$ cat config.mk
export PLATFORM = sky130hd
export DESIGN_NAME = code128_b_bar_encoder
export DESIGN_NICKNAME = d
export VERILOG_FILES = /design/src/rtl/cbe_pkg.sv /design/src/rtl/code128_b_bar_encoder.sv /design/src/rtl/cbe_front.sv /design/src/rtl/cbe_cmd_queue.sv /design/src/rtl/cbe_back.sv
export VERILOG_INCLUDE_DIRS = /design/src /design/src/rtl
export SDC_FILE = /design/constraint.sdc
export NUM_CORES = 1
export LEC_CHECK = 0
export ABC_AREA = 1
export BUFFER_PORTS_ARGS = -buffer_cell sky130_fd_sc_hd__buf_2
export CORE_MARGIN = 2
export CORE_UTILIZATION = 52
export DETAILED_ROUTE_END_ITERATION = 10
export PLACE_DENSITY_LB_ADDON = 0.12
export SLEW_MARGIN = 15
export SYNTH_ARGS = -nofsm -noshare
export SYNTH_HDL_FRONTEND = slang
export SYNTH_SLANG_ARGS = --single-unit
$ cat constraint.sdc
create_clock -name aclk -period 12.6 [get_ports aclk]
set_clock_uncertainty 0.15 [all_clocks]
set_input_delay 2.52 -clock aclk [delete_from_list [all_inputs] [get_ports aclk]]
set_output_delay 2.52 -clock aclk [all_outputs]
set_load 0.01 [all_outputs]
$ cat src/rtl/code128_b_bar_encoder_assert.svh
// assertion macros shared by the encoder modules
`ifndef CODE128_B_BAR_ENCODER_ASSERT_SVH
`define CODE128_B_BAR_ENCODER_ASSERT_SVH

// same-cycle implication, checked outside reset
`define CBE_ASSERT_NOW(label, ante, cons, msg) \
    label: assert property (@(posedge aclk) disable iff (!aresetn) (ante) |-> (cons)) \
        else $error(msg);

// next-cycle implication, checked outside reset
`define CBE_ASSERT_NEXT(label, ante, cons, msg) \
    label: assert property (@(posedge aclk) disable iff (!aresetn) (ante) |=> (cons)) \
        else $error(msg);

`endif

$ cat src/rtl/cbe_pkg.sv
// types, constants and the symbol pattern table of the code 128 set b encoder
`timescale 1ns / 1ps

package cbe_pkg;

    localparam int QDEPTH = 4;
    localparam int QPTR_W = $clog2(QDEPTH);

    localparam logic [6:0] CHAR_FIRST  = 7'd32;
    localparam logic [6:0] CHAR_LAST   = 7'd126;
    localparam logic [6:0] SYM_START_B = 7'd104;
    localparam logic [6:0] SYM_STOP    = 7'd106;
    localparam logic [6:0] MOD_CHECK   = 7'd103;
    localparam logic [3:0] QUIET_WIDTH = 4'd10;
    localparam logic [3:0] STOP_BAR    = 4'd2;
    localparam logic [13:0] POS_MAX    = 14'd16383;

    typedef struct packed {
        logic       open_sym;
        logic       data_sym;
        logic       close_sym;
        logic [6:0] value;
    } cmd_t;

    typedef enum logic [2:0] {
        PH_IDLE,
        PH_QZ_OPEN,
        PH_START,
        PH_DATA,
        PH_CHECK,
        PH_STOP,
        PH_QZ_CLOSE
    } phase_t;

    // six element widths per symbol, one hex digit each, leftmost first
    localparam logic [23:0] SYM_PATTERN [0:106] = '{
        24'h212222, 24'h222122, 24'h222221, 24'h121223, 24'h121322,
        24'h131222, 24'h122213, 24'h122312, 24'h132212, 24'h221213,
        24'h221312, 24'h231212, 24'h112232, 24'h122132, 24'h122231,
        24'h113222, 24'h123122, 24'h123221, 24'h223211, 24'h221132,
        24'h221231, 24'h213212, 24'h223112, 24'h312131, 24'h311222,
        24'h321122, 24'h321221, 24'h312212, 24'h322112, 24'h322211,
        24'h212123, 24'h212321, 24'h232121, 24'h111323, 24'h131123,
        24'h131321, 24'h112313, 24'h132113, 24'h132311, 24'h211313,
        24'h231113, 24'h231311, 24'h112133, 24'h112331, 24'h132131,
        24'h113123, 24'h113321, 24'h133121, 24'h313121, 24'h211331,
        24'h231131, 24'h213113, 24'h213311, 24'h213131, 24'h311123,
        24'h311321, 24'h331121, 24'h312113, 24'h312311, 24'h332111,
        24'h314111, 24'h221411, 24'h431111, 24'h111224, 24'h111422,
        24'h121124, 24'h121421, 24'h141122, 24'h141221, 24'h112214,
        24'h112412, 24'h122114, 24'h122411, 24'h142112, 24'h142211,
        24'h241211, 24'h221114, 24'h413111, 24'h241112, 24'h134111,
        24'h111242, 24'h121142, 24'h121241, 24'h114212, 24'h124112,
        24'h124211, 24'h411212, 24'h421112, 24'h421211, 24'h212141,
        24'h214121, 24'h412121, 24'h111143, 24'h111341, 24'h131141,
        24'h114113, 24'h114311, 24'h411113, 24'h411311, 24'h113141,
        24'h114131, 24'h311141, 24'h411131, 24'h211412, 24'h211214,
        24'h211232, 24'h233111
    };

    // 128 is 25 mod 103, so fold the high bits down twice and finish by subtraction
    function automatic logic [6:0] mod103_fold(input logic [11:0] x);
        logic [9:0] y2;
        logic [7:0] y3;
        logic [7:0] r;
        y2 = 10'({x[11:7], 4'b0} + {x[11:7], 3'b0} + x[11:7]) + 10'(x[6:0]);
        y3 = 8'({y2[9:7], 4'b0} + {y2[9:7], 3'b0} + y2[9:7]) + 8'(y2[6:0]);
        if (y3 >= 8'(2 * MOD_CHECK)) begin
            r = y3 - 8'(2 * MOD_CHECK);
        end else if (y3 >= 8'(MOD_CHECK)) begin
            r = y3 - 8'(MOD_CHECK);
        end else begin
            r = y3;
        end
        return r[6:0];
    endfunction

endpackage

$ cat src/rtl/code128_b_bar_encoder.sv
// top level of the code 128 set b bar encoder
//
//  channel | direction | tdata (low bit up)                        | tlast
//  s_      | in        | char_code[6:0], zero                      | last_char
//  m_      | out       | element_width[3:0], ink_on, start_module  | last_element
//
// one element per cycle leaves the back end while m_tready allows; a data character
// yields six elements, the first of a message seven more, the closing one fourteen more
// the front takes a character per cycle until the four-entry command queue fills
// aresetn is synchronous and clears the open symbol, checksum and module position
// a stalled m_ transfer holds the back end; the front keeps filling the queue
`timescale 1ns / 1ps

module code128_b_bar_encoder (
    input  logic        aclk,
    input  logic        aresetn,
    input  logic        s_tvalid,
    output logic        s_tready,
    input  logic [7:0]  s_tdata,   // char_code[6:0], zero pad
    input  logic        s_tlast,
    output logic        m_tvalid,
    input  logic        m_tready,
    output logic [23:0] m_tdata,   // element_width[3:0], ink_on, start_module[13:0], zero pad
    output logic        m_tlast
);

    logic          q_full;
    logic          q_push;
    cbe_pkg::cmd_t push_cmd;
    logic          q_pop;
    logic          q_not_empty;
    cbe_pkg::cmd_t head_cmd;
    logic [3:0]    element_width;
    logic          ink_on;
    logic [13:0]   start_module;

    cbe_front u_front (
        .aclk      (aclk),
        .aresetn   (aresetn),
        .s_tvalid  (s_tvalid),
        .s_tready  (s_tready),
        .char_code (s_tdata[6:0]),
        .last_char (s_tlast),
        .q_full    (q_full),
        .q_push    (q_push),
        .q_cmd     (push_cmd)
    );

    cbe_cmd_queue u_queue (
        .aclk      (aclk),
        .aresetn   (aresetn),
        .push      (q_push),
        .push_cmd  (push_cmd),
        .full      (q_full),
        .pop       (q_pop),
        .not_empty (q_not_empty),
        .head_cmd  (head_cmd)
    );

    cbe_back u_back (
        .aclk          (aclk),
        .aresetn       (aresetn),
        .q_valid       (q_not_empty),
        .q_cmd         (head_cmd),
        .q_pop         (q_pop),
        .m_tvalid      (m_tvalid),
        .m_tready      (m_tready),
        .element_width (element_width),
        .ink_on        (ink_on),
        .start_module  (start_module),
        .last_element  (m_tlast)
    );

    assign m_tdata = {5'b0, start_module, ink_on, element_width};

endmodule

$ cat src/rtl/cbe_front.sv
// front end: takes characters, tracks the open symbol and issues element commands
`timescale 1ns / 1ps

module cbe_front (
    input  logic          aclk,
    input  logic          aresetn,
    input  logic          s_tvalid,
    output logic          s_tready,
    input  logic [6:0]    char_code,
    input  logic          last_char,
    input  logic          q_full,
    output logic          q_push,
    output cbe_pkg::cmd_t q_cmd
);

    logic in_symbol_reg;
    logic in_symbol_next;
    logic printable;
    logic accept;

    assign printable = (char_code >= cbe_pkg::CHAR_FIRST) && (char_code <= cbe_pkg::CHAR_LAST);
    assign s_tready  = !q_full;
    assign accept    = s_tvalid && !q_full;

    always_comb begin
        q_cmd.open_sym  = printable && !in_symbol_reg;
        q_cmd.data_sym  = printable;
        q_cmd.close_sym = last_char && (printable || in_symbol_reg);
        q_cmd.value     = char_code - cbe_pkg::CHAR_FIRST;
        q_push          = accept && (printable || q_cmd.close_sym);
        in_symbol_next  = in_symbol_reg;
        if (accept) begin
            if (q_cmd.close_sym) begin
                in_symbol_next = 1'b0;
            end else if (printable) begin
                in_symbol_next = 1'b1;
            end
        end
    end

    always_ff @(posedge aclk) begin
        if (!aresetn) begin
            in_symbol_reg <= 1'b0;
        end else begin
            in_symbol_reg <= in_symbol_next;
        end
    end

endmodule

$ cat src/rtl/cbe_cmd_queue.sv
// short command queue between front and back
`timescale 1ns / 1ps

module cbe_cmd_queue (
    input  logic          aclk,
    input  logic          aresetn,
    input  logic          push,
    input  cbe_pkg::cmd_t push_cmd,
    output logic          full,
    input  logic          pop,
    output logic          not_empty,
    output cbe_pkg::cmd_t head_cmd
);

    `include "code128_b_bar_encoder_assert.svh"

    cbe_pkg::cmd_t                mem_reg [cbe_pkg::QDEPTH];
    logic [cbe_pkg::QPTR_W-1:0]   wr_ptr_reg;
    logic [cbe_pkg::QPTR_W-1:0]   rd_ptr_reg;
    logic [cbe_pkg::QPTR_W:0]     count_reg;
    logic                         do_push;
    logic                         do_pop;

    assign full      = (count_reg == (cbe_pkg::QPTR_W + 1)'(cbe_pkg::QDEPTH));
    assign not_empty = (count_reg != '0);
    assign head_cmd  = mem_reg[rd_ptr_reg];
    assign do_push   = push && !full;
    assign do_pop    = pop && not_empty;

    always_ff @(posedge aclk) begin
        if (do_push) begin
            mem_reg[wr_ptr_reg] <= push_cmd;
        end
    end

    always_ff @(posedge aclk) begin
        if (!aresetn) begin
            wr_ptr_reg <= '0;
            rd_ptr_reg <= '0;
            count_reg  <= '0;
        end else begin
            if (do_push) begin
                wr_ptr_reg <= wr_ptr_reg + 1'b1;
            end
            if (do_pop) begin
                rd_ptr_reg <= rd_ptr_reg + 1'b1;
            end
            case ({do_push, do_pop})
                2'b10:   count_reg <= count_reg + 1'b1;
                2'b01:   count_reg <= count_reg - 1'b1;
                default: count_reg <= count_reg;
            endcase
        end
    end

    `CBE_ASSERT_NOW(a_count_bound, 1'b1,
        count_reg <= (cbe_pkg::QPTR_W + 1)'(cbe_pkg::QDEPTH), "queue count above depth")
    `CBE_ASSERT_NEXT(a_empty_stays, !not_empty && !push, !not_empty, "queue filled without push")
    `CBE_ASSERT_NEXT(a_full_stays, full && !pop, full, "queue drained without pop")

endmodule

$ cat src/rtl/cbe_back.sv
// back end: steps through the element sequence of each command and keeps the checksum
`timescale 1ns / 1ps

module cbe_back (
    input  logic          aclk,
    input  logic          aresetn,
    input  logic          q_valid,
    input  cbe_pkg::cmd_t q_cmd,
    output logic          q_pop,
    output logic          m_tvalid,
    input  logic          m_tready,
    output logic [3:0]    element_width,
    output logic          ink_on,
    output logic [13:0]   start_module,
    output logic          last_element
);

    `include "code128_b_bar_encoder_assert.svh"

    cbe_pkg::phase_t phase_reg, phase_next;
    logic [2:0]      k_reg, k_next;
    cbe_pkg::cmd_t   cmd_reg, cmd_next;
    logic [13:0]     pos_reg, pos_next;
    logic [6:0]      cs_reg, cs_next;
    logic [6:0]      wt_reg, wt_next;
    logic [13:0]     prod_reg, prod_next;
    logic [11:0]     fold_reg, fold_next;

    logic            m_valid_reg;
    logic [3:0]      m_width_reg;
    logic            m_ink_reg;
    logic [13:0]     m_start_reg;
    logic            m_last_reg;

    logic [6:0]      sym_val;
    logic [23:0]     pat;
    logic [3:0]      digit;
    logic [3:0]      el_width;
    logic            is_qz;
    logic [2:0]      last_idx;
    logic            phase_end;
    logic            cmd_end;
    logic            can_emit;
    logic [14:0]     pos_sum;
    cbe_pkg::phase_t first_phase;
    cbe_pkg::phase_t after_phase;

    assign m_tvalid      = m_valid_reg;
    assign element_width = m_width_reg;
    assign ink_on        = m_ink_reg;
    assign start_module  = m_start_reg;
    assign last_element  = m_last_reg;

    always_comb begin
        case (phase_reg)
            cbe_pkg::PH_START: sym_val = cbe_pkg::SYM_START_B;
            cbe_pkg::PH_DATA:  sym_val = cmd_reg.value;
            cbe_pkg::PH_CHECK: sym_val = cs_reg;
            default:           sym_val = cbe_pkg::SYM_STOP;
        endcase
        pat = cbe_pkg::SYM_PATTERN[sym_val];
        case (k_reg)
            3'd0:    digit = pat[23:20];
            3'd1:    digit = pat[19:16];
            3'd2:    digit = pat[15:12];
            3'd3:    digit = pat[11:8];
            3'd4:    digit = pat[7:4];
            3'd5:    digit = pat[3:0];
            default: digit = cbe_pkg::STOP_BAR;
        endcase
        is_qz    = (phase_reg == cbe_pkg::PH_QZ_OPEN) || (phase_reg == cbe_pkg::PH_QZ_CLOSE);
        el_width = is_qz ? cbe_pkg::QUIET_WIDTH : digit;
        case (phase_reg)
            cbe_pkg::PH_QZ_OPEN:  last_idx = 3'd0;
            cbe_pkg::PH_QZ_CLOSE: last_idx = 3'd0;
            cbe_pkg::PH_STOP:     last_idx = 3'd6;
            default:              last_idx = 3'd5;
        endcase
        phase_end = (k_reg == last_idx);
        cmd_end   = phase_end && ((phase_reg == cbe_pkg::PH_QZ_CLOSE) ||
                    ((phase_reg == cbe_pkg::PH_DATA) && !cmd_reg.close_sym));
        can_emit  = (phase_reg != cbe_pkg::PH_IDLE) && (!m_valid_reg || m_tready);
        q_pop     = q_valid && ((phase_reg == cbe_pkg::PH_IDLE) || (can_emit && cmd_end));

        if (q_cmd.open_sym) begin
            first_phase = cbe_pkg::PH_QZ_OPEN;
        end else if (q_cmd.data_sym) begin
            first_phase = cbe_pkg::PH_DATA;
        end else begin
            first_phase = cbe_pkg::PH_CHECK;
        end
        case (phase_reg)
            cbe_pkg::PH_QZ_OPEN: after_phase = cbe_pkg::PH_START;
            cbe_pkg::PH_START:   after_phase = cbe_pkg::PH_DATA;
            cbe_pkg::PH_DATA:    after_phase = cbe_pkg::PH_CHECK;
            cbe_pkg::PH_CHECK:   after_phase = cbe_pkg::PH_STOP;
            cbe_pkg::PH_STOP:    after_phase = cbe_pkg::PH_QZ_CLOSE;
            default:             after_phase = cbe_pkg::PH_IDLE;
        endcase

        pos_sum = {1'b0, pos_reg} + 15'(el_width);

        phase_next = phase_reg;
        k_next     = k_reg;
        cmd_next   = cmd_reg;
        pos_next   = pos_reg;
        cs_next    = cs_reg;
        wt_next    = wt_reg;
        prod_next  = prod_reg;
        fold_next  = fold_reg;

        if (phase_reg == cbe_pkg::PH_IDLE) begin
            if (q_valid) begin
                phase_next = first_phase;
                cmd_next   = q_cmd;
                k_next     = 3'd0;
            end
        end else if (can_emit) begin
            k_next = phase_end ? 3'd0 : k_reg + 3'd1;
            if (phase_end) begin
                if (cmd_end) begin
                    phase_next = q_valid ? first_phase : cbe_pkg::PH_IDLE;
                    cmd_next   = q_valid ? q_cmd : cmd_reg;
                end else begin
                    phase_next = after_phase;
                end
            end
            pos_next = (pos_sum > 15'(cbe_pkg::POS_MAX)) ? cbe_pkg::POS_MAX : pos_sum[13:0];
            case (phase_reg)
                cbe_pkg::PH_QZ_OPEN: begin
                    cs_next = 7'(cbe_pkg::SYM_START_B - cbe_pkg::MOD_CHECK);
                    wt_next = 7'd1;
                end
                cbe_pkg::PH_DATA: begin
                    if (k_reg == 3'd0) begin
                        prod_next = 14'(wt_reg * cmd_reg.value);
                    end else if (k_reg == 3'd1) begin
                        fold_next = 12'({prod_reg[13:7], 4'b0} + {prod_reg[13:7], 3'b0}
                                    + prod_reg[13:7]) + 12'(prod_reg[6:0]) + 12'(cs_reg);
                    end else if (k_reg == 3'd2) begin
                        cs_next = cbe_pkg::mod103_fold(fold_reg);
                        wt_next = (wt_reg == cbe_pkg::MOD_CHECK - 7'd1) ? 7'd0 : wt_reg + 7'd1;
                    end
                end
                cbe_pkg::PH_QZ_CLOSE: begin
                    pos_next = '0;
                    cs_next  = '0;
                    wt_next  = '0;
                end
                default: begin
                    cs_next = cs_reg;
                end
            endcase
        end
    end

    always_ff @(posedge aclk) begin
        if (!aresetn) begin
            phase_reg   <= cbe_pkg::PH_IDLE;
            k_reg       <= '0;
            pos_reg     <= '0;
            cs_reg      <= '0;
            wt_reg      <= '0;
            m_valid_reg <= 1'b0;
        end else begin
            phase_reg <= phase_next;
            k_reg     <= k_next;
            pos_reg   <= pos_next;
            cs_reg    <= cs_next;
            wt_reg    <= wt_next;
            if (can_emit) begin
                m_valid_reg <= 1'b1;
            end else if (m_tready) begin
                m_valid_reg <= 1'b0;
            end
        end
    end

    always_ff @(posedge aclk) begin
        cmd_reg  <= cmd_next;
        prod_reg <= prod_next;
        fold_reg <= fold_next;
        if (can_emit) begin
            m_width_reg <= el_width;
            m_ink_reg   <= !is_qz && !k_reg[0];
            m_start_reg <= pos_reg;
            m_last_reg  <= cmd_end;
        end
    end

    `CBE_ASSERT_NOW(a_cs_range, 1'b1, cs_reg < cbe_pkg::MOD_CHECK, "checksum out of range")
    `CBE_ASSERT_NOW(a_quiet_white, m_valid_reg && (m_width_reg == cbe_pkg::QUIET_WIDTH),
        !m_ink_reg, "quiet zone drawn in ink")
    `CBE_ASSERT_NEXT(a_hold_stalled, m_valid_reg && !m_tready,
        m_valid_reg && $stable(m_start_reg), "stalled element changed")

endmodule

==> results.toml, run 1 <==
[yosys]
synth_area_um2 = 11500
synth_edf_count = 94
ys_seq_area_frac = 0.324
synth_cells = 1446
ys_ff_latch = 139
synth.area.mux_share = 0
synth-main-ff-cell = "edfxtp_1"
synthArstFlopShare = 0
synth_top_family_by_area = "simple AND/OR/NAND/NOR gates"
ys_types = 52
avgSynthCellArea_um2 = 7.94
synth-xor-area-share = 0.0313
yosys.area_share.simple = 0.233
yosysWarnings = 0
synthAdderAreaFrac = 0.208
synth_compound_area_frac = 0.109

[clock_tree]
insertion_delay_ns = 0.43
clk_pin_slew_worst_paths_ns = 0.06
htree_levels = 4
postCtsResizedCells = 0
post_cts_buffers = 0
cts_made_buffers = 17
cts_tree = "built"
cts_hold_buf = 0
cts_sinks = 139
clockBufferDepth = 2
clockRootBuffer = "clkbuf_16"

[setup_path]
cp_max_fo = 11
critical_path_arrival_ns = 5.89
crit_required_ns = 12.72
crit_type = "reg2reg"
reg2reg_depth = 29
crit_path_end_kind = "flop"
critPathMostFrequentCell = "nand2_1"
setup.worst_path.start_class = "flop"
slowest_stage = "dfxtp_1"
cp_slowest_stage_delay_ns = 0.61

[worst_hold_path]
hold_path_depth = 2
hp-class = "reg2reg"

[drt]
dr_total_vias = 9543
avgViaCountPerCell = 5.48
routed_wire_length_per_instance_um = 15.3
drt_pass1_iterations = 5
drc_errors = 0
drt-initial-drc-count = 780
totalWireLength_mm = 26.6
postRouteAntennaNets = 0

[die]
die_h_um = 153
dieArea_um2 = 23300
start_util = 0.528
fp-row-count = 54
boundaryPins = 40
die_width_um = 153
core_um2 = 21800

[final_layout]
largest_reg_flops = 40
finalInstanceArea_um2 = 12300
drive_gt1_frac = 0.0788
final_common_cell = "nand2_1"
n_fill_cell = 2073
most-common-layout-cells = "nand2_1 (323), inv_1 (192), nand3_1 (120)"
fin_nets = 1621
antenna_cells = 0
syn2layout_area_growth_pct = 7.23
stdcell_count = 1740

[placement]
io_buffers = 33
gp_congestion = 0.948
place_area_um2 = 11700
placedCellCount = 1708
hpwl_mm = 19.6

[global_route]
gr-total-overflow = 0
grt_pass1_wl_mm = 45.2
grt_pass1_vias = 9314
track_usage = 0.235
grt_max_degree = 50
antenna_found_initial = 0

[timing]
relSlewSlack = 0.290
slew_viol_final = 0
worstMarginPinSlew_ns = 1.06
hold_viol = 0
finalSetupViolCount = 0
post-route-min-period_ns = 5.76
fmax_mhz = 173
setup-tns-final_ns = 0
min_period_over_period = 0.457
rsz0062_at_grt = "no"

[power]
p_per_area_nw_per_um2 = 171
ir_worst_vdd_mv = 0.100
cellLeakagePower_uw = 0.00582

[outcome]
outcome = "finished, final reports clean"

[run]
maxCapViolations = 0
==> path summary, 6_finish.rpt <==
check / start / end / slack, ns
setup / recovery: u_back.phase_reg[0]$_SDFFE_PN0P_ / u_back.pos_reg[8]$_SDFFE_PN0P_ / 6.84
hold / removal: u_queue.rd_ptr_reg[1]$_SDFFE_PN0P_ / flop / 0.31
setup reg to reg: u_back.phase_reg[0]$_SDFFE_PN0P_ / u_back.pos_reg[8]$_SDFFE_PN0P_ / 6.84
hold reg to reg: u_queue.rd_ptr_reg[1]$_SDFFE_PN0P_ / flop / 0.31
==> cell families after synthesis <==
kind of cell             Yosys count
XOR/XNOR                          41
flip-flops                       139
AND/OR/NAND/NOR                  616
adder cells (fa/ha/maj)          161
buffers and inverters            260
AO/OA/AOI/OAI                    228
other                              1
==> layer usage <==
metal | vias to the layer above | routed length (µm) | track usage | share of wire
met3 | 57 | 1840 | 0.0444 | 0.069
met5 | - | 0 | 0 | 0
met1 | 4388 | 11900 | 0.320 | 0.45
met2 | 335 | 12300 | 0.380 | 0.46
met4 | 0 | 536 | 0.0772 | 0.020
li1 | 4763 | - | - | -
==> cell type report <==
class                           instances  area, µm²  area share
Clock buffer                           17        425      0.0345
Tap cell                              280        350      0.0284
Timing Repair Buffer                   37        195      0.0158
Clock inverter                         15        156      0.0127
Multi-Input combinational cell       1051       6710       0.544
Sequential cell                       139       3720       0.302
Inverter                              201        759      0.0617
==> Yosys cell counts, types with 2 or more instances <==
cell type / instances / area share
buf_4: 12 / 0.0078
o21ai_1: 11 / 0.0048
xnor2_1: 13 / 0.0099
nand3b_1: 3 / 0.0020
nand2_2: 10 / 0.0054
nand4_1: 17 / 0.0093
nand3_2: 2 / 0.0017
buf_6: 5 / 0.0049
o211ai_1: 11 / 0.0072
a211oi_1: 2 / 0.0013
o21ai_0: 68 / 0.030
nor4_1: 2 / 0.0011
nor3_1: 14 / 0.0061
inv_4: 2 / 0.0011
clkbuf_1: 27 / 0.0088
inv_2: 7 / 0.0023
nor2_2: 9 / 0.0049
dfxtp_1: 45 / 0.078
ha_1: 111 / 0.12
nor2_1: 101 / 0.033
inv_1: 192 / 0.063
xor2_1: 28 / 0.021
a22oi_1: 2 / 0.0013
o22ai_1: 9 / 0.0049
o21bai_1: 2 / 0.0013
a21oi_1: 107 / 0.047
nor2_4: 4 / 0.0039
o31ai_1: 2 / 0.0013
fa_1: 50 / 0.087
or2_2: 3 / 0.0016
nand2_1: 323 / 0.11
buf_2: 14 / 0.0061
a31oi_1: 4 / 0.0022
nor3b_1: 4 / 0.0026
edfxtp_1: 94 / 0.25
nand3_1: 120 / 0.052
==> critical path, delay by kind of cell (launching register included) <==
family | cells | cell delay (ns)
AO/OA/AOI/OAI | 3 | 0.46
adder cells (fa/ha/maj) | 3 | 1.06
buffers and inverters | 3 | 0.46
AND/OR/NAND/NOR | 20 | 2.87
flip-flops | 1 | 0.61
==> where the power goes <==
part	leakage (µW)	switching (µW)	internal, µW
registers	0.00124	88.8	601
logic	0.00429	633	290
clock network	0.000292	213	280
total	0.00582	935	1170
==> metrics by stage <==
step | hold WS, ns | setup slack (ns) | utilization | power, µW
4_1_cts | 0.315 | 7.02 | 0.566 | 2100
3_5_place_dp | 0.300 | 6.84 | 0.539 | 1600
5_1_grt | 0.331 | 6.42 | 0.566 | 2260
2_1_floorplan | 0.280 | 7.67 | - | 1370
6_report | 0.311 | 6.84 | 0.566 | 2110
3_3_place_gp | 0.299 | 6.87 | 0.539 | 1600
Note: power is estimated with default switching activity, not from simulation.
==> inputs of run 2 (changes only) <==
- clock period: 12.6 -> 5.8 ns (I/O delays scaled with it)
==> run 2 against run 1 <==
  * Sequential share of layout area fell by 0.52 points
  * Die area unchanged
  * Count of clock-buffer cells in the layout increased by 1
  * Sequential cell count stayed put
  * Routed wire length grew 1.1%
  * Setup slack worse by 6.3 ns
  * Clock power is 110% higher
  * Register-to-register slack got worse by 6.3 ns
  * Critical path depth shrank 3
  * Largest power group unchanged
  * Maximum frequency grew 9.0%
  * Core utilization up 1.0 points
  * Sequential power increased by 120%
  * Critical path type unchanged
==> results.toml, run 2 (same netlist as run 1, synthesis figures left out) <==
[timing]
post-route-min-period_ns = 5.29
finalSetupViolCount = 0
setup-tns-final_ns = 0
worstMarginPinSlew_ns = 1.01
fmax_mhz = 189
rsz0062_at_grt = "no"
hold_viol = 0
min_period_over_period = 0.912
relSlewSlack = 0.322
slew_viol_final = 0

[placement]
io_buffers = 33
place_area_um2 = 11900
gp_congestion = 0.990
hpwl_mm = 20.2

[clock_tree]
clk_pin_slew_worst_paths_ns = 0.06
clockBufferDepth = 2
htree_levels = 4
cts_sinks = 139
insertion_delay_ns = 0.42
cts_hold_buf = 0
cts_tree = "built"
clockRootBuffer = "clkbuf_16"
cts_made_buffers = 17

[drt]
dr_total_vias = 9680
drt-initial-drc-count = 819
drc_errors = 0
postRouteAntennaNets = 0
avgViaCountPerCell = 5.51
routed_wire_length_per_instance_um = 15.3
totalWireLength_mm = 26.9
drt_pass1_iterations = 7

[global_route]
antenna_found_initial = 0
grt_pass1_vias = 9067
gr-total-overflow = 0
track_usage = 0.234
grt_pass1_wl_mm = 44.5
grt_max_degree = 50

[final_layout]
antenna_cells = 0
most-common-layout-cells = "nand2_1 (322), inv_1 (192), nand3_1 (120)"
finalInstanceArea_um2 = 12500
syn2layout_area_growth_pct = 9.14
largest_reg_flops = 40
drive_gt1_frac = 0.0976
fin_nets = 1637
final_common_cell = "nand2_1"

[die]
core_um2 = 21800
boundaryPins = 40
fp-row-count = 54
start_util = 0.528
die_h_um = 153
dieArea_um2 = 23300
die_width_um = 153

[power]
cellLeakagePower_uw = 0.00591
switchingPower_uw = 2020
p_clk_frac = 0.227
seqPwrFrac = 0.321
ir_worst_vdd_mv = 0.294
p_sw_frac = 0.436
p_per_area_nw_per_um2 = 370
combPwrFrac = 0.452
p_int_uw = 2610

[setup_path]
crit_required_ns = 6.00
crit_start = "u_back.fold_reg[7]$_DFFE_PP_"
crit_type = "reg2reg"
crit_path_end_kind = "flop"
regToRegStartpoint = "u_back.fold_reg[7]$_DFFE_PP_"
critical_path_arrival_ns = 5.49
reg2reg_depth = 26
setup.worst_path.start_class = "flop"
cp_max_fo = 7

[run]
maxCapViolations = 0

[worst_hold_path]
hp-class = "reg2reg"
min_from = "u_back.pos_reg[0]$_SDFFE_PN0P_"
hold_path_depth = 0

[outcome]
outcome = "finished, final reports clean"
run 2: final timing paths:
path | end | slack, ns
hold reg to reg | u_back.start_module[0]$_DFFE_PP_ | 0.31
setup / recovery | u_back.cs_reg[0]$_SDFFE_PN0P_ | 0.51
hold / removal | u_back.start_module[0]$_DFFE_PP_ | 0.31
setup reg to reg | u_back.cs_reg[0]$_SDFFE_PN0P_ | 0.51
run 2: final cells by class:
cell class              count  area [µm²]
clock buffers              18         429
clock inverters            14         149
fillers                  2003        9220
inverters                 201         759
multi-input cells        1051        6780
flip-flops and latches    139        3720
well taps                 280         350
repair buffers             53         340
run 2: routing by layer:
layer / track usage / part of all wire
met3: 0.0418 / 0.064
met2: 0.370 / 0.45
met5: 0 / 0
met1: 0.320 / 0.46
met4: 0.0966 / 0.025
run 2: power by group through the flow:
| stage | clock [µW] | combinational (µW) | sequential [µW] |
|---|---|---|---|
| 6_report | 1050 | 2100 | 1490 |
| 5_1_grt | 1100 | 2350 | 1510 |
| 4_1_cts | 1060 | 2060 | 1490 |
| 3_5_place_dp | 0 | 2050 | 1510 |
| 3_3_place_gp | 0 | 2040 | 1500 |
| 2_1_floorplan | 0 | 1560 | 1420 |
run 2: worst max-delay path: stages, from the launching register on:
cell and delay (ns):
edfxtp_1 0.40, inv_1 0.07, fa_1 0.50, inv_1 0.05
fa_1 0.45, ha_1 0.36, a21oi_1 0.15, nand2_1 0.10
a21oi_1 0.18, o21bai_2 0.11, xor2_2 0.19, buf_4 0.15
ha_1 0.28, ha_1 0.41, a21oi_2 0.20, nand2_1 0.07
or2_2 0.28, nand2_2 0.12, nand2_1 0.06, inv_1 0.07
nor2_1 0.05, nand2_1 0.09, nand2_1 0.17, nand2_1 0.16
xor2_2 0.18, nand2_1 0.07, a21oi_1 0.14
run 2: per-stage QoR:
| stage | hold slack (ns) | instances | total power [µW] | utilization | worst slack [ns] |
|---|---|---|---|---|---|
| floorplan | 0.280 | 1450 | 2970 | - | 0.867 |
| global placement | 0.292 | 1722 | 3550 | 0.545 | 0.359 |
| detailed placement | 0.302 | 1722 | 3550 | 0.545 | 0.294 |
| CTS | 0.317 | 1754 | 4610 | 0.572 | 0.270 |
| global route | 0.340 | 1756 | 4970 | 0.576 | 0.0383 |
| finish | 0.312 | 1756 | 4640 | 0.576 | 0.510 |
run 2: timing repair:
action	4_1_cts	5_1_grt
resized for setup	0	15
endpoints found under the setup margin	0	12
buffers inserted	0	2
==> inputs of run 3 (changes only) <==
- clock period: 5.8 -> 6.3 ns (I/O delays scaled with it)
==> run 3 against run 2 <==
  * Global-route usage rose by 0.12 points
  * Largest power group unchanged
  * Final cell count is 0.34% lower
  * Count of clock-buffer cells in the layout decreased by 1
  * Critical endpoint unchanged
  * Clock power barely moved
  * Sequential cell count unchanged
  * Register-to-register slack better by 0.30 ns
  * Hold slack improved by 0.0088 ns
  * Design area is 0.92% lower
  * Via count up 0.43%
  * Critical path depth fell by 1
  * Sequential power down 7%
==> results.toml, run 3 (same netlist as run 1, synthesis figures left out) <==
[power]
p_per_area_nw_per_um2 = 346
cellLeakagePower_uw = 0.00587
ir_worst_vdd_mv = 0.218

[clock_tree]
cts_sinks = 139
cts_tree = "built"
cts_hold_buf = 0
clockRootBuffer = "clkbuf_16"
clk_pin_slew_worst_paths_ns = 0.06
post_cts_buffers = 0
clockBufferDepth = 2
insertion_delay_ns = 0.42
htree_levels = 4
postCtsResizedCells = 0
cts_made_buffers = 17

[final_layout]
most-common-layout-cells = "nand2_1 (323), inv_1 (192), nand3_1 (120)"
drive_gt1_frac = 0.0837
n_fill_cell = 2046
syn2layout_area_growth_pct = 8.14
largest_reg_flops = 40
final_common_cell = "nand2_1"
fin_nets = 1631
antenna_cells = 0

[timing]
post-route-min-period_ns = 5.49
setup-tns-final_ns = 0
fmax_mhz = 182
worstMarginPinSlew_ns = 1.00
finalSetupViolCount = 0
rsz0062_at_grt = "no"
relSlewSlack = 0.329
hold_viol = 0
slew_viol_final = 0
fin_ws_ns = 0.812
min_period_over_period = 0.871

[drt]
drt_pass1_iterations = 6
totalWireLength_mm = 27.2
postRouteAntennaNets = 0
drt-initial-drc-count = 904
routed_wire_length_per_instance_um = 15.5
dr_total_vias = 9722
avgViaCountPerCell = 5.56
drc_errors = 0

[setup_path]
crit_required_ns = 6.49
slowest_stage = "fa_1"
cp_slowest_stage_delay_ns = 0.50
critPathTopFamily = "adder cells"
setup.worst_path.start_class = "flop"
worst-path-buf-inv = 4
critical_path_arrival_ns = 5.68
crit_path_end_kind = "flop"
cp_max_fo = 8
crit_type = "reg2reg"

[placement]
pre_cts_slack_ns = 0.816
io_buffers = 33
hpwl_mm = 20.1
gp_congestion = 0.966

[global_route]
antenna_found_initial = 0
gr-total-overflow = 0
grt_max_degree = 31
track_usage = 0.235
grt_pass1_vias = 9276
grt_pass1_wl_mm = 44.9

[die]
die_h_um = 153
fp-row-count = 54
dieArea_um2 = 23300
boundaryPins = 40
start_util = 0.528
die_width_um = 153
core_um2 = 21800

[worst_hold_path]
hp-class = "reg2reg"

[outcome]
outcome = "finished, final reports clean"

[run]
maxCapViolations = 0
==> run 3: changes by cell type in the layout (fill, tap and decap cells not counted), moves of 3 or more <==
cell / previous run / this run
a21oi_1: 103 / 107
a21oi_2: 4 / 0
buf_4: 18 / 14
clkinvlp_4: 5 / 2
inv_6: 0 / 4
xnor2_1: 10 / 13
xnor2_2: 3 / 0
xor2_1: 24 / 28
xor2_2: 4 / 0
==> run 3: report_power, final <==
part,leakage (µW),total (µW),internal (µW),switching [µW]
combinational,0.00434,1880,599,1280
sequential,0.00124,1380,1200,179
clock,0.000292,1030,629,405
total,0.00587,4300,2430,1870
==> run 3: through the flow <==
step	cell area [µm²]	hold WS [ns]	power, µW	cells	utilization
floorplan	11500	0.280	2740	1450	-
global placement	11800	0.292	3230	1718	0.543
detailed placement	11800	0.299	3240	1718	0.543
CTS	12400	0.317	4280	1750	0.571
global route	12400	0.337	4590	1750	0.571
finish	12400	0.321	4300	1750	0.571
==> run 3: area by class of cell <==
class / instances / area (µm²) / area share
multi-input cells: 1051 / 6710 / 0.540
flip-flops and latches: 139 / 3720 / 0.300
inverters: 201 / 759 / 0.0612
clock buffers: 17 / 425 / 0.0343
well taps: 280 / 350 / 0.0282
repair buffers: 47 / 270 / 0.0218
clock inverters: 15 / 185 / 0.0149
==> run 3: routing by layer <==
| layer | vias up | global-route usage | share of wire |
|---|---|---|---|
| met1 | 4495 | 0.314 | 0.45 |
| met3 | 63 | 0.0407 | 0.070 |
| met4 | 0 | 0.0948 | 0.028 |
| met5 | - | 0 | 0 |
| li1 | 4790 | - | - |
| met2 | 374 | 0.382 | 0.45 |
==> run 3: worst paths after layout <==
path                                      startpoint  slack [ns]                                 end  cells past startpoint
setup / recovery        u_back.fold_reg[7]$_DFFE_PP_        0.81       u_back.cs_reg[0]$_SDFFE_PN0P_                     25
hold / removal    u_front.in_symbol_reg$_SDFFE_PN0P_        0.32  u_front.in_symbol_reg$_SDFFE_PN0P_                      2
setup reg to reg        u_back.fold_reg[7]$_DFFE_PP_        0.81       u_back.cs_reg[0]$_SDFFE_PN0P_                     25
hold reg to reg   u_front.in_symbol_reg$_SDFFE_PN0P_        0.32  u_front.in_symbol_reg$_SDFFE_PN0P_                      2
==> run 3: worst reg2reg max path, cell delays in order (launching register included) <==
cell and delay [ns]:
edfxtp_1 0.40, inv_1 0.08, fa_1 0.50, inv_1 0.05, fa_1 0.45, ha_1 0.36, nand3b_1 0.09, and2_1 0.16
nor2_1 0.04, o21ai_0 0.14, nand2_1 0.08, xnor2_1 0.28, inv_1 0.15, ha_1 0.30, ha_1 0.24, fa_1 0.43
xor2_1 0.31, inv_1 0.12, nor2_1 0.15, nand2_1 0.11, nand3_1 0.14, nand2_2 0.13, nand2_1 0.11, xor2_1 0.23
nand2_1 0.10, a21oi_1 0.13
